### src/rtl/i2c_clock_divider_search_core_macros.svh
// assertion helpers shared by the rtl
`ifndef I2C_CLOCK_DIVIDER_SEARCH_CORE_MACROS_SVH
`define I2C_CLOCK_DIVIDER_SEARCH_CORE_MACROS_SVH

`ifndef SYNTHESIS

// same-cycle implication
`define ICDS_ASSERT_IMPL(label, clk, rst_n, ante, cons) \
    label: assert property (@(posedge clk) disable iff (!rst_n) (ante) |-> (cons)) \
        else $error("assertion failed: same-cycle implication");

// next-cycle implication
`define ICDS_ASSERT_NEXT(label, clk, rst_n, ante, cons) \
    label: assert property (@(posedge clk) disable iff (!rst_n) (ante) |=> (cons)) \
        else $error("assertion failed: next-cycle implication");

`else

`define ICDS_ASSERT_IMPL(label, clk, rst_n, ante, cons)
`define ICDS_ASSERT_NEXT(label, clk, rst_n, ante, cons)

`endif

`endif

### src/rtl/icds_pkg.sv
`default_nettype none

package icds_pkg;

    localparam int DATA_W       = 32;
    localparam int MANTISSA_MAX = 15;
    localparam int EXPONENT_MAX = 7;
    localparam int RATE_SCALE   = 10;

    localparam int MANTISSA_W = $clog2(MANTISSA_MAX + 1);
    localparam int EXPONENT_W = $clog2(EXPONENT_MAX + 1);
    localparam int WORD_W     = MANTISSA_W + EXPONENT_W;
    localparam int DIVISOR_W  =
        $clog2(RATE_SCALE * (MANTISSA_MAX + 1) * (2 ** EXPONENT_MAX) + 1);
    localparam int COUNT_W    = $clog2(DATA_W);

    localparam logic [MANTISSA_W-1:0] MANTISSA_LAST    = MANTISSA_W'(MANTISSA_MAX);
    localparam logic [EXPONENT_W-1:0] EXPONENT_LAST    = EXPONENT_W'(EXPONENT_MAX);
    localparam logic [MANTISSA_W-1:0] DEFAULT_MANTISSA = MANTISSA_W'(5);
    localparam logic [EXPONENT_W-1:0] DEFAULT_EXPONENT = EXPONENT_W'(0);

    typedef enum logic [2:0] {
        ST_IDLE,
        ST_START,
        ST_WAIT,
        ST_CHECK,
        ST_DONE
    } state_t;

    typedef struct packed {
        logic start;
    } div_ctrl_t;

    typedef struct packed {
        logic busy;
        logic done;
    } div_stat_t;

    // 10 * (m + 1) * 2^n
    function automatic logic [DIVISOR_W-1:0] pair_divisor(
        input logic [MANTISSA_W-1:0] m,
        input logic [EXPONENT_W-1:0] n
    );
        logic [DIVISOR_W-1:0] base;
        base = (DIVISOR_W'(m) + DIVISOR_W'(1)) * DIVISOR_W'(RATE_SCALE);
        return base << n;
    endfunction

endpackage

`default_nettype wire

### src/rtl/icds_in_if.sv
`default_nettype none

interface icds_in_if;
    logic                         valid;
    logic                         ready;
    logic [icds_pkg::DATA_W-1:0]  input_clock_hz;
    logic [icds_pkg::DATA_W-1:0]  wanted_rate_hz;

    modport source (output valid, output input_clock_hz, output wanted_rate_hz, input ready);
    modport sink   (input valid, input input_clock_hz, input wanted_rate_hz, output ready);
endinterface

`default_nettype wire

### src/rtl/icds_out_if.sv
`default_nettype none

interface icds_out_if;
    logic                             valid;
    logic                             ready;
    logic [icds_pkg::MANTISSA_W-1:0]  mantissa;
    logic [icds_pkg::EXPONENT_W-1:0]  exponent;
    logic [icds_pkg::WORD_W-1:0]      divider_word;
    logic                             fit_found;

    modport source (output valid, output mantissa, output exponent, output divider_word,
                    output fit_found, input ready);
    modport sink   (input valid, input mantissa, input exponent, input divider_word,
                    input fit_found, output ready);
endinterface

`default_nettype wire

### src/rtl/icds_divider.sv
`default_nettype none

// restoring divider, one quotient bit per cycle
module icds_divider (
    input  wire                              clk,
    input  wire                              rst_n,
    input  icds_pkg::div_ctrl_t              ctrl,
    output icds_pkg::div_stat_t              stat,
    input  wire [icds_pkg::DATA_W-1:0]       dividend,
    input  wire [icds_pkg::DIVISOR_W-1:0]    divisor,
    output logic [icds_pkg::DATA_W-1:0]      quotient
);

    logic                              busy_reg;
    logic                              done_reg;
    logic [icds_pkg::COUNT_W-1:0]      count_reg;
    logic [icds_pkg::DATA_W-1:0]       quo_reg;
    logic [icds_pkg::DIVISOR_W-1:0]    rem_reg;
    logic [icds_pkg::DIVISOR_W-1:0]    divisor_reg;

    logic [icds_pkg::DIVISOR_W:0]      shifted;
    logic [icds_pkg::DIVISOR_W:0]      diff;
    logic                              fits;
    logic [icds_pkg::DATA_W-1:0]       quo_next;
    logic [icds_pkg::DIVISOR_W-1:0]    rem_next;

    always_comb
    begin
        shifted  = {rem_reg, quo_reg[icds_pkg::DATA_W-1]};
        diff     = shifted - {1'b0, divisor_reg};
        fits     = (shifted >= {1'b0, divisor_reg});
        quo_next = {quo_reg[icds_pkg::DATA_W-2:0], fits};
        rem_next = fits ? diff[icds_pkg::DIVISOR_W-1:0] : shifted[icds_pkg::DIVISOR_W-1:0];
    end

    always_ff @(posedge clk or negedge rst_n)
    begin
        if (!rst_n)
        begin
            busy_reg  <= 1'b0;
            done_reg  <= 1'b0;
            count_reg <= '0;
        end
        else
        begin
            done_reg <= 1'b0;
            if (ctrl.start)
            begin
                busy_reg  <= 1'b1;
                count_reg <= '0;
            end
            else if (busy_reg)
            begin
                count_reg <= count_reg + icds_pkg::COUNT_W'(1);
                if (count_reg == icds_pkg::COUNT_W'(icds_pkg::DATA_W - 1))
                begin
                    busy_reg <= 1'b0;
                    done_reg <= 1'b1;
                end
            end
        end
    end

    always_ff @(posedge clk)
    begin
        if (ctrl.start)
        begin
            quo_reg     <= dividend;
            rem_reg     <= '0;
            divisor_reg <= divisor;
        end
        else if (busy_reg)
        begin
            quo_reg <= quo_next;
            rem_reg <= rem_next;
        end
    end

    assign stat.busy = busy_reg;
    assign stat.done = done_reg;
    assign quotient  = quo_reg;

endmodule

`default_nettype wire

### src/rtl/i2c_clock_divider_search_core.sv
// channel   dir  payload                                         transaction
// request   in   input_clock_hz[31:0], wanted_rate_hz[31:0]      one search
// result    out  mantissa[3:0], exponent[2:0],                   one answer
//                divider_word[6:0], fit_found
//
// every (m, n) pair runs the same steps: a start that loads the shared serial divider,
// 32 quotient bits, the done pulse, and a check that compares and steps.
// a search covers 128 pairs before the result is offered. request is not ready
// from acceptance on, and stays low while the result waits on a stalled sink.
// no clearing pass after reset.
`default_nettype none
`include "i2c_clock_divider_search_core_macros.svh"

module i2c_clock_divider_search_core (
    input  wire         clk,
    input  wire         rst_n,
    icds_in_if.sink     request,
    icds_out_if.source  result
);

    icds_pkg::state_t                    state_reg;
    icds_pkg::state_t                    state_next;

    logic [icds_pkg::DATA_W-1:0]         clock_reg;
    logic [icds_pkg::DATA_W-1:0]         wanted_reg;
    logic [icds_pkg::MANTISSA_W-1:0]     m_reg;
    logic [icds_pkg::EXPONENT_W-1:0]     n_reg;
    logic [icds_pkg::MANTISSA_W-1:0]     sel_m_reg;
    logic [icds_pkg::EXPONENT_W-1:0]     sel_n_reg;
    logic [icds_pkg::DATA_W-1:0]         best_freq_reg;
    logic                                have_fit_reg;

    icds_pkg::div_ctrl_t                 div_ctrl;
    icds_pkg::div_stat_t                 div_stat;
    logic [icds_pkg::DATA_W-1:0]         freq;

    logic                                last_pair;
    logic                                better;
    logic                                accept;

    icds_divider u_divider (
        .clk      (clk),
        .rst_n    (rst_n),
        .ctrl     (div_ctrl),
        .stat     (div_stat),
        .dividend (clock_reg),
        .divisor  (icds_pkg::pair_divisor(m_reg, n_reg)),
        .quotient (freq)
    );

    assign accept    = request.valid && request.ready;
    assign last_pair = (m_reg == icds_pkg::MANTISSA_LAST) && (n_reg == icds_pkg::EXPONENT_LAST);
    // a larger freq that still fits means a smaller gap; ties keep the earlier pair
    assign better    = (freq <= wanted_reg) && (!have_fit_reg || (freq > best_freq_reg));

    always_comb
    begin
        state_next = state_reg;
        unique case (state_reg)
            icds_pkg::ST_IDLE:
            begin
                if (request.valid)
                begin
                    state_next = icds_pkg::ST_START;
                end
            end
            icds_pkg::ST_START:
            begin
                state_next = icds_pkg::ST_WAIT;
            end
            icds_pkg::ST_WAIT:
            begin
                if (div_stat.done)
                begin
                    state_next = icds_pkg::ST_CHECK;
                end
            end
            icds_pkg::ST_CHECK:
            begin
                state_next = last_pair ? icds_pkg::ST_DONE : icds_pkg::ST_START;
            end
            icds_pkg::ST_DONE:
            begin
                if (result.ready)
                begin
                    state_next = icds_pkg::ST_IDLE;
                end
            end
            default:
            begin
                state_next = icds_pkg::ST_IDLE;
            end
        endcase
    end

    always_comb
    begin
        request.ready  = 1'b0;
        result.valid   = 1'b0;
        div_ctrl.start = 1'b0;
        unique case (state_reg)
            icds_pkg::ST_IDLE:  request.ready  = 1'b1;
            icds_pkg::ST_START: div_ctrl.start = 1'b1;
            icds_pkg::ST_DONE:  result.valid   = 1'b1;
            default:
            begin
                request.ready = 1'b0;
            end
        endcase
    end

    always_ff @(posedge clk or negedge rst_n)
    begin
        if (!rst_n)
        begin
            state_reg <= icds_pkg::ST_IDLE;
        end
        else
        begin
            state_reg <= state_next;
        end
    end

    always_ff @(posedge clk or negedge rst_n)
    begin
        if (!rst_n)
        begin
            have_fit_reg <= 1'b0;
            sel_m_reg    <= icds_pkg::DEFAULT_MANTISSA;
            sel_n_reg    <= icds_pkg::DEFAULT_EXPONENT;
        end
        else if (accept)
        begin
            have_fit_reg <= 1'b0;
            sel_m_reg    <= icds_pkg::DEFAULT_MANTISSA;
            sel_n_reg    <= icds_pkg::DEFAULT_EXPONENT;
        end
        else if ((state_reg == icds_pkg::ST_CHECK) && better)
        begin
            have_fit_reg <= 1'b1;
            sel_m_reg    <= m_reg;
            sel_n_reg    <= n_reg;
        end
    end

    always_ff @(posedge clk)
    begin
        if (accept)
        begin
            clock_reg  <= request.input_clock_hz;
            wanted_reg <= request.wanted_rate_hz;
            m_reg      <= '0;
            n_reg      <= '0;
        end
        else if (state_reg == icds_pkg::ST_CHECK)
        begin
            if (better)
            begin
                best_freq_reg <= freq;
            end
            if (m_reg == icds_pkg::MANTISSA_LAST)
            begin
                m_reg <= '0;
                n_reg <= n_reg + icds_pkg::EXPONENT_W'(1);
            end
            else
            begin
                m_reg <= m_reg + icds_pkg::MANTISSA_W'(1);
            end
        end
    end

    assign result.mantissa     = sel_m_reg;
    assign result.exponent     = sel_n_reg;
    assign result.divider_word = {sel_m_reg, sel_n_reg};
    assign result.fit_found    = have_fit_reg;

    `ICDS_ASSERT_IMPL(a_no_overlap, clk, rst_n, result.valid, !request.ready)
    `ICDS_ASSERT_IMPL(a_start_idle_div, clk, rst_n, div_ctrl.start, !div_stat.busy)
    `ICDS_ASSERT_IMPL(a_default_pair, clk, rst_n, !have_fit_reg,
        (sel_m_reg == icds_pkg::DEFAULT_MANTISSA) && (sel_n_reg == icds_pkg::DEFAULT_EXPONENT))
    `ICDS_ASSERT_IMPL(a_best_fits, clk, rst_n, have_fit_reg && (state_reg == icds_pkg::ST_DONE),
        best_freq_reg <= wanted_reg)
    `ICDS_ASSERT_NEXT(a_accept_starts, clk, rst_n, accept, state_reg == icds_pkg::ST_START)

endmodule

`default_nettype wire

### src/flat_wrapper.sv
// flat-port wrapper written by rule: the top's interface ports become plain ports
module i2c_clock_divider_search_core_flat 
  (clk, rst_n, request_valid, request_input_clock_hz, request_wanted_rate_hz, request_ready, result_valid, result_mantissa, result_exponent, result_divider_word, result_fit_found, result_ready);
  icds_in_if request_i ();
  icds_out_if result_i ();
  input  wire clk;
  input  wire rst_n;
  input wire logic [$bits(request_i.valid)-1:0] request_valid;
  input wire logic [$bits(request_i.input_clock_hz)-1:0] request_input_clock_hz;
  input wire logic [$bits(request_i.wanted_rate_hz)-1:0] request_wanted_rate_hz;
  output wire logic [$bits(request_i.ready)-1:0] request_ready;
  output wire logic [$bits(result_i.valid)-1:0] result_valid;
  output wire logic [$bits(result_i.mantissa)-1:0] result_mantissa;
  output wire logic [$bits(result_i.exponent)-1:0] result_exponent;
  output wire logic [$bits(result_i.divider_word)-1:0] result_divider_word;
  output wire logic [$bits(result_i.fit_found)-1:0] result_fit_found;
  input wire logic [$bits(result_i.ready)-1:0] result_ready;
  assign request_i.valid = request_valid;
  assign request_i.input_clock_hz = request_input_clock_hz;
  assign request_i.wanted_rate_hz = request_wanted_rate_hz;
  assign request_ready = request_i.ready;
  assign result_valid = result_i.valid;
  assign result_mantissa = result_i.mantissa;
  assign result_exponent = result_i.exponent;
  assign result_divider_word = result_i.divider_word;
  assign result_fit_found = result_i.fit_found;
  assign result_i.ready = result_ready;
  i2c_clock_divider_search_core u_core (.clk(clk), .rst_n(rst_n), .request(request_i), .result(result_i));
endmodule
### config.mk
export PLATFORM = sky130hd
export DESIGN_NAME = i2c_clock_divider_search_core_flat
export DESIGN_NICKNAME = d
export VERILOG_FILES = /design/src/rtl/icds_pkg.sv /design/src/rtl/icds_in_if.sv /design/src/rtl/icds_out_if.sv /design/src/rtl/icds_divider.sv /design/src/rtl/i2c_clock_divider_search_core.sv /design/src/flat_wrapper.sv
export VERILOG_INCLUDE_DIRS = /design/src /design/src/rtl
export SDC_FILE = /design/constraint.sdc
export NUM_CORES = 1
export LEC_CHECK = 0
export ABC_CLOCK_PERIOD_IN_PS = 8000
export BUFFER_PORTS_ARGS = -buffer_cell sky130_fd_sc_hd__buf_2
export CAP_MARGIN = 20
export CORE_MARGIN = 5
export CORE_UTILIZATION = 45
export DETAILED_ROUTE_END_ITERATION = 7
export SLEW_MARGIN = 10
export SYNTH_ARGS = -nofsm -noshare
export SYNTH_HDL_FRONTEND = slang
export SYNTH_SLANG_ARGS = --single-unit
### constraint.sdc
create_clock -name clk -period 8 [get_ports clk]
set_input_delay 0.4 -clock clk [delete_from_list [all_inputs] [get_ports clk]]
set_output_delay 0.4 -clock clk [all_outputs]
set_load 0.1 [all_outputs]
Word-level counts from Yosys, hierarchy flattened
Index checks and enable logic that the tools add are counted.
{"block": "totals", "reg_bits": 183, "in_bits": 68, "output_inout_bits": 17, "wordCells": 74}
{"block": "classes", "n_addsub": 5, "n_mul": 1, "order_cmp": 3, "eq_ne": 10, "n_shift": 1, "muxes": 26, "bitwise": 1, "reduce_logical": 12}
{"operator": "$mux W32", "n": 2}
{"operator": "$gt A32 B32 Y1", "n": 1}
{"operator": "$le A32 B32 Y1", "n": 1}
{"operator": "$mux W3", "n": 6}
{"operator": "$ge A16 B15 Y1", "n": 1}
{"operator": "$mul A15 B3 Y14 const B", "n": 1}
{"operator": "$mux W15", "n": 1}
{"operator": "$pmux W3 S5", "n": 1}
{"operator": "$shl A15 B3 Y15", "n": 1}
{"operator": "$sub A15 B15 Y15", "n": 1}
{"operator": "$mux W4", "n": 3}
{"operator": "$mux W1", "n": 11}
{"operator": "$mux W5", "n": 2}
{"operator": "$eq A3 B2 Y1 const B", "n": 2}
{"operator": "$eq A3 B3 Y1 const B", "n": 2}
{"operator": "$ne A2 B2 Y1 const B", "n": 3}
{"operator": "$reduce_and A3 Y1", "n": 2}
{"operator": "$add A4 B1 Y5 const B", "n": 1}
{"operator": "$add A5 B1 Y5 const B", "n": 1}
{"operator": "$eq A5 B5 Y1 const B", "n": 1}
{"operator": "$add A4 B1 Y4 const B", "n": 1}
{"operator": "$eq A4 B4 Y1 const B", "n": 1}
{"operator": "$logic_and A1 B1 Y1", "n": 4}
{"operator": "$reduce_bool A2 Y1", "n": 2}
{"operator": "7 further kinds", "n": 7}

Longest topological paths before layout
{"block": "logic_depth", "depth_word": 6, "depth_mapped": 12, "depth_no_buf": 11}

Hierarchy
A second synthesis with hierarchy kept.
{"block": "unflattened", "cells_unflattened": 801, "area_unflattened_um2": 9570.4}
{"mod": "i2c_clock_divider_search_core", "n_inst": 1, "cells_each": 488, "area_per_inst_um2": 5913.2, "seq_area_each_um2": 3300.7}
{"mod": "icds_divider", "n_inst": 1, "cells_each": 313, "area_per_inst_um2": 3657.3, "seq_area_each_um2": 1886.8}

Worst setup path before layout
Ideal clock, no wire load.
{"block": "synth_timing", "kind": "register to register", "from": "register u_core.state_reg[0]", "to": "register u_core.clock_reg[0] (netlist bit), enable pin", "setup_ns": 0.453, "t_arrival_ns": 5.226, "required_time_ns": 7.547, "path_slack_ns": 2.320, "stages_incl_launch_ff": 6, "n_path_buf": 2, "period_less_slack_ns": 5.680, "path_cell_list": "dfrtp_1 clkbuf_2 nor3_1 nand2_1 inv_1 clkbuf_1"}
{"block": "synth_via", "elab_chain_len": 3}
{"element": "start: declaration", "line_no": "i2c_clock_divider_search_core.sv:21", "rtl": "icds_pkg::state_t state_reg;"}
{"element": "start signal: assignment", "line_no": "i2c_clock_divider_search_core.sv:116", "rtl": "state_reg <= icds_pkg::ST_IDLE;"}
{"element": "start signal: assignment", "line_no": "i2c_clock_divider_search_core.sv:120", "rtl": "state_reg <= state_next;"}
{"element": "$logic_not A3 Y1", "line_no": "i2c_clock_divider_search_core.sv:101", "rtl": "unique case (state_reg)"}
{"element": "$mux W1", "line_no": "i2c_clock_divider_search_core.sv:101"}
{"element": "via request_ready", "line_no": "flat_wrapper.sv:11", "rtl": "output wire logic [$bits(request_i.ready)-1:0] request_ready;"}
{"element": "$logic_and A1 B1 Y1", "line_no": "i2c_clock_divider_search_core.sv:51", "rtl": "assign accept = request.valid && request.ready;"}
{"element": "via u_core.accept", "line_no": "i2c_clock_divider_search_core.sv:39", "rtl": "logic accept;"}
{"element": "end signal: assignment", "line_no": "i2c_clock_divider_search_core.sv:150", "rtl": "clock_reg <= request.input_clock_hz;"}
{"element": "end: declaration", "line_no": "i2c_clock_divider_search_core.sv:24", "rtl": "logic [icds_pkg::DATA_W-1:0] clock_reg;"}
The timed path passes the listed nets, and every way through them passes these cells.
A chain may end at the register's enable or synchronous reset.

Worst setup path in the final report
{"block": "layout_timing", "from": "register u_core.u_divider.quo_reg (netlist bit u_core.u_divider.quotient[11])", "to": "register u_core.best_freq_reg[5] (netlist bit), enable pin"}
{"block": "layout_via", "elab_chain_len": 4, "elab_cells_between_ends": 5, "classes_between": "order compare: 2; reduce/logical: 3"}
{"element": "start: declaration", "line_no": "icds_divider.sv:17", "rtl": "logic [icds_pkg::DATA_W-1:0] quo_reg;"}
{"element": "start signal: assignment", "line_no": "icds_divider.sv:68", "rtl": "quo_reg <= dividend;"}
{"element": "start signal: assignment", "line_no": "icds_divider.sv:74", "rtl": "quo_reg <= quo_next;"}
{"element": "$gt A32 B32 Y1", "line_no": "i2c_clock_divider_search_core.sv:54", "rtl": "assign better = (freq <= wanted_reg) && (!have_fit_reg || (freq > best_freq_reg));"}
{"element": "$logic_or A1 B1 Y1", "line_no": "i2c_clock_divider_search_core.sv:54"}
{"element": "$logic_and A1 B1 Y1 (*)", "line_no": "i2c_clock_divider_search_core.sv:54"}
{"element": "$reduce_and A3 Y1 (no line) (*)"}
{"element": "end signal: assignment", "line_no": "i2c_clock_divider_search_core.sv:159", "rtl": "best_freq_reg <= freq;"}
{"element": "end: declaration", "line_no": "i2c_clock_divider_search_core.sv:30", "rtl": "logic [icds_pkg::DATA_W-1:0] best_freq_reg;"}
Every way passes the cells marked *; elsewhere a longest branch is shown, timed or not.

==> metrics.yaml <==
synth:
  postSynth.asyncResetShare_pct: 9.89
  synth_edf_count: 142
  synthDominantAreaCellType: "edfxtp_1"
  netlist-cell-type-count: 65
  yosysMostFrequentCell: "edfxtp_1"
  yosys_register_bits: 182
  synth_top_cell_area_share_pct: 45.9
  ys.flop_type: "edfxtp_1"
  most_used_standard_cells_in_the_synthesized_netlist: "142 x edfxtp_1, 133 x nand2_1, 97 x inv_1"
  mappedNetlistArea_um2: 9280
  synthesis.nets: 996
  yosys_warnings: 0
  ys_top_cells_by_area: "edfxtp_1 46%, ha_1 12%, nand2_1 5.4%"
  postSynthCellCount: 837
  postSynthAreaPerCell_um2: 11.1
  synth_sequential_area_ratio_pct: 55.6
die:
  rows: 52
  die_height_um: 154
  start_util_pct: 45.7
  die_area_um2: 23600
  floorplan.die.width_um: 154
  floorplan.io_pins: 85
  fp.coreArea_um2: 20300
timing:
  drv_slew: 0
  rsz0062_at_grt: "no"
  timing.max_slew.rel_slack_pct: 31.6
  final_min_period_over_clock_period_pct: 40.7
  final_setup_violation_count: 0
  post-route-min-period_ps: 3260
  slew_at_the_pin_closest_to_its_max_slew_limit_ps: 1030
  timing.clock.skew_ps: 8.25
  final.setup.tns_ps: 0
  fmax_mhz: 307
  timing_hold_violations_final: 0
worst_setup_path:
  critical_path.endpoint_type: "flip-flop"
  timing.critical_path.slowest_stage_cell: "and3b_2"
  critical-path-max-stage-delay_ps: 900
  critical-path-top-delay-family: "simple AND/OR/NAND/NOR gates"
  biggest_fanout_along_the_worst_timing_path: 39
  cp.buffers_inverters: 0
  critical_path_start_end_classification: "flip-flop to flip-flop"
  critPathLaunchType: "flip-flop"
  reg2reg_slack_ps: 4740
  critPathRequiredTime_ps: 8050
  cp.arrival_ps: 3300
  cell_by_cell_listing_of_the_critical_path: "ha_1 > nand4_1 > nor3_1 > a21boi_0 > or4b_1 > a22oi_1 > and3b_2"
global_routing:
  largest_net_degree_at_the_start_of_global_routing: 67
  antenna_found_initial: 0
  first_pass_grt_wire_length_um: 29600
  grt_overflow: 0
  grt_use_total_pct: 15.5
  first_global_vias: 6006
cts:
  numClockSinks: 182
  clk_latency_ps: 430
  cts_made_buffers: 17
  clk_transition_reported_paths_ps: 70
  postCtsResizedCells: 0
  cts_tree: "built"
  ctsHtreeMaxLevel: 4
  cts-hold-fix-buffers: 1
  clk_root_buffer_cell: "clkbuf_16"
  postCtsSetupBuffers: 0
  max-clock-path-buffers: 2
routing:
  drt-initial-drc-count: 279
  drt_wl_total_um: 18100
  antenna_left: 0
  detailedRoute.firstPassIterationCount: 4
  drc: 0
  route.vias.total: 6027
  route.detailed.vias_per_inst: 5.03
  routed_wire_length_per_instance_um: 15.1
layout:
  flow.area_growth_from_synthesis_pct: 13.4
  num-nets-final: 1074
  final_layout_size_suffix_gt1_share_pct: 14.2
  final_core_util_pct: 51.9
  diodes: 0
placement:
  gpl.final_weighted_congestion: 0.772
  dp_hpwl_um: 12500
  count_of_buffers_from_port_buffering: 84
power_and_ir_drop:
  p_leak_nw: 4.78
  p_per_area_nw_per_um2: 387
  power.ir.vdd_worst_uv: 377
hold_path:
  worst_hold_path_type: "primary input to flip-flop"
outcome:
  status: "finished, final reports clean"
job:
  drv_cap: 0
worst paths after layout:
check                      cells after the start                                      end                                     from
setup / recovery                               7        u_core.best_freq_reg[5]$_DFFE_PP_  u_core.u_divider.quotient[11]$_DFFE_PP_
hold / removal                                 1           u_core.clock_reg[14]$_DFFE_PP_               request_input_clock_hz[14]
setup reg to reg                               7        u_core.best_freq_reg[5]$_DFFE_PP_  u_core.u_divider.quotient[11]$_DFFE_PP_
hold reg to reg                                2  u_core.u_divider.quotient[27]$_DFFE_PP_           u_core.clock_reg[27]$_DFFE_PP_
max in group asynchronous                      2    u_core.result.mantissa[2]$_DFFE_PN1P_                                    rst_n
min in group asynchronous                      2          u_core.state_reg[0]$_DFFE_PN0P_                                    rst_n
metrics by stage:
| step | worst slack (ps) | std cells | hold slack, ps | power (mW) | area (um^2) |
|---|---|---|---|---|---|
| after floorplan | 2320 | 837 | 104 | 2.87 | 9280 |
| after global placement | 4730 | 1165 | 373 | 3.22 | 9910 |
| after detailed placement | 4740 | 1165 | 376 | 3.24 | 9910 |
| after CTS | 4720 | 1198 | 123 | 4.12 | 10500 |
| after global routing | 4490 | 1198 | 118 | 4.42 | 10500 |
| final | 4740 | 1198 | 143 | 4.07 | 10500 |
placed cells by master, fill, tap and decap left out, types with 3 or more instances in the layout:
cell type / instances
a21o_1: 11
clkbuf_16: 17
inv_8: 4
and3_1: 5
xnor2_1: 10
nor2_1: 36
inv_6: 5
o21ai_0: 42
dfrtp_1: 16
dfxtp_1: 22
o21bai_1: 4
a31oi_1: 6
edfxtp_1: 142
xor2_1: 7
nand4_1: 15
buf_4: 4
and2_1: 3
nor2b_1: 4
mux2i_1: 30
o21a_1: 3
a21oi_1: 57
nor4_1: 3
nor3_1: 8
ha_1: 90
nand2_1: 133
inv_1: 95
a22oi_1: 3
nand3_1: 13
buf_2: 84
a211oi_1: 6
layer usage:
metal | global-route usage (%) | vias to the layer above | wire length (um)
li1 | - | 3110 | -
met4 | 3.41 | 0 | 177
met2 | 24.3 | 95 | 8240
met5 | 0 | - | 0
met3 | 3.43 | 14 | 714
met1 | 22.2 | 2808 | 8940
where the power goes:
part	leakage, nW	total (mW)	internal [mW]	switching [mW]
combinational	2.70	1.60	0.621	0.980
sequential	1.78	1.61	1.41	0.200
clock	0.297	0.863	0.475	0.389
total	4.78	4.07	2.50	1.57
kinds of logic after synthesis:
family	Yosys count	share of synthesized area (%)
xor+xnor	17	1.60
simple gates	235	11.4
flops	182	55.6
buf+inv	128	5.65
fa+ha+maj	91	12.3
compound gates	153	10.1
mux	31	3.36
final cells by class:
type	count	area, um^2
well taps	270	338
multi-input cells	527	3600
clock inverters	15	179
inverters	98	368
clock buffers	17	425
fillers	1854	9770
repair buffers	89	460
flip-flops and latches	182	5160
Note: power is estimated with default switching activity, not from simulation.
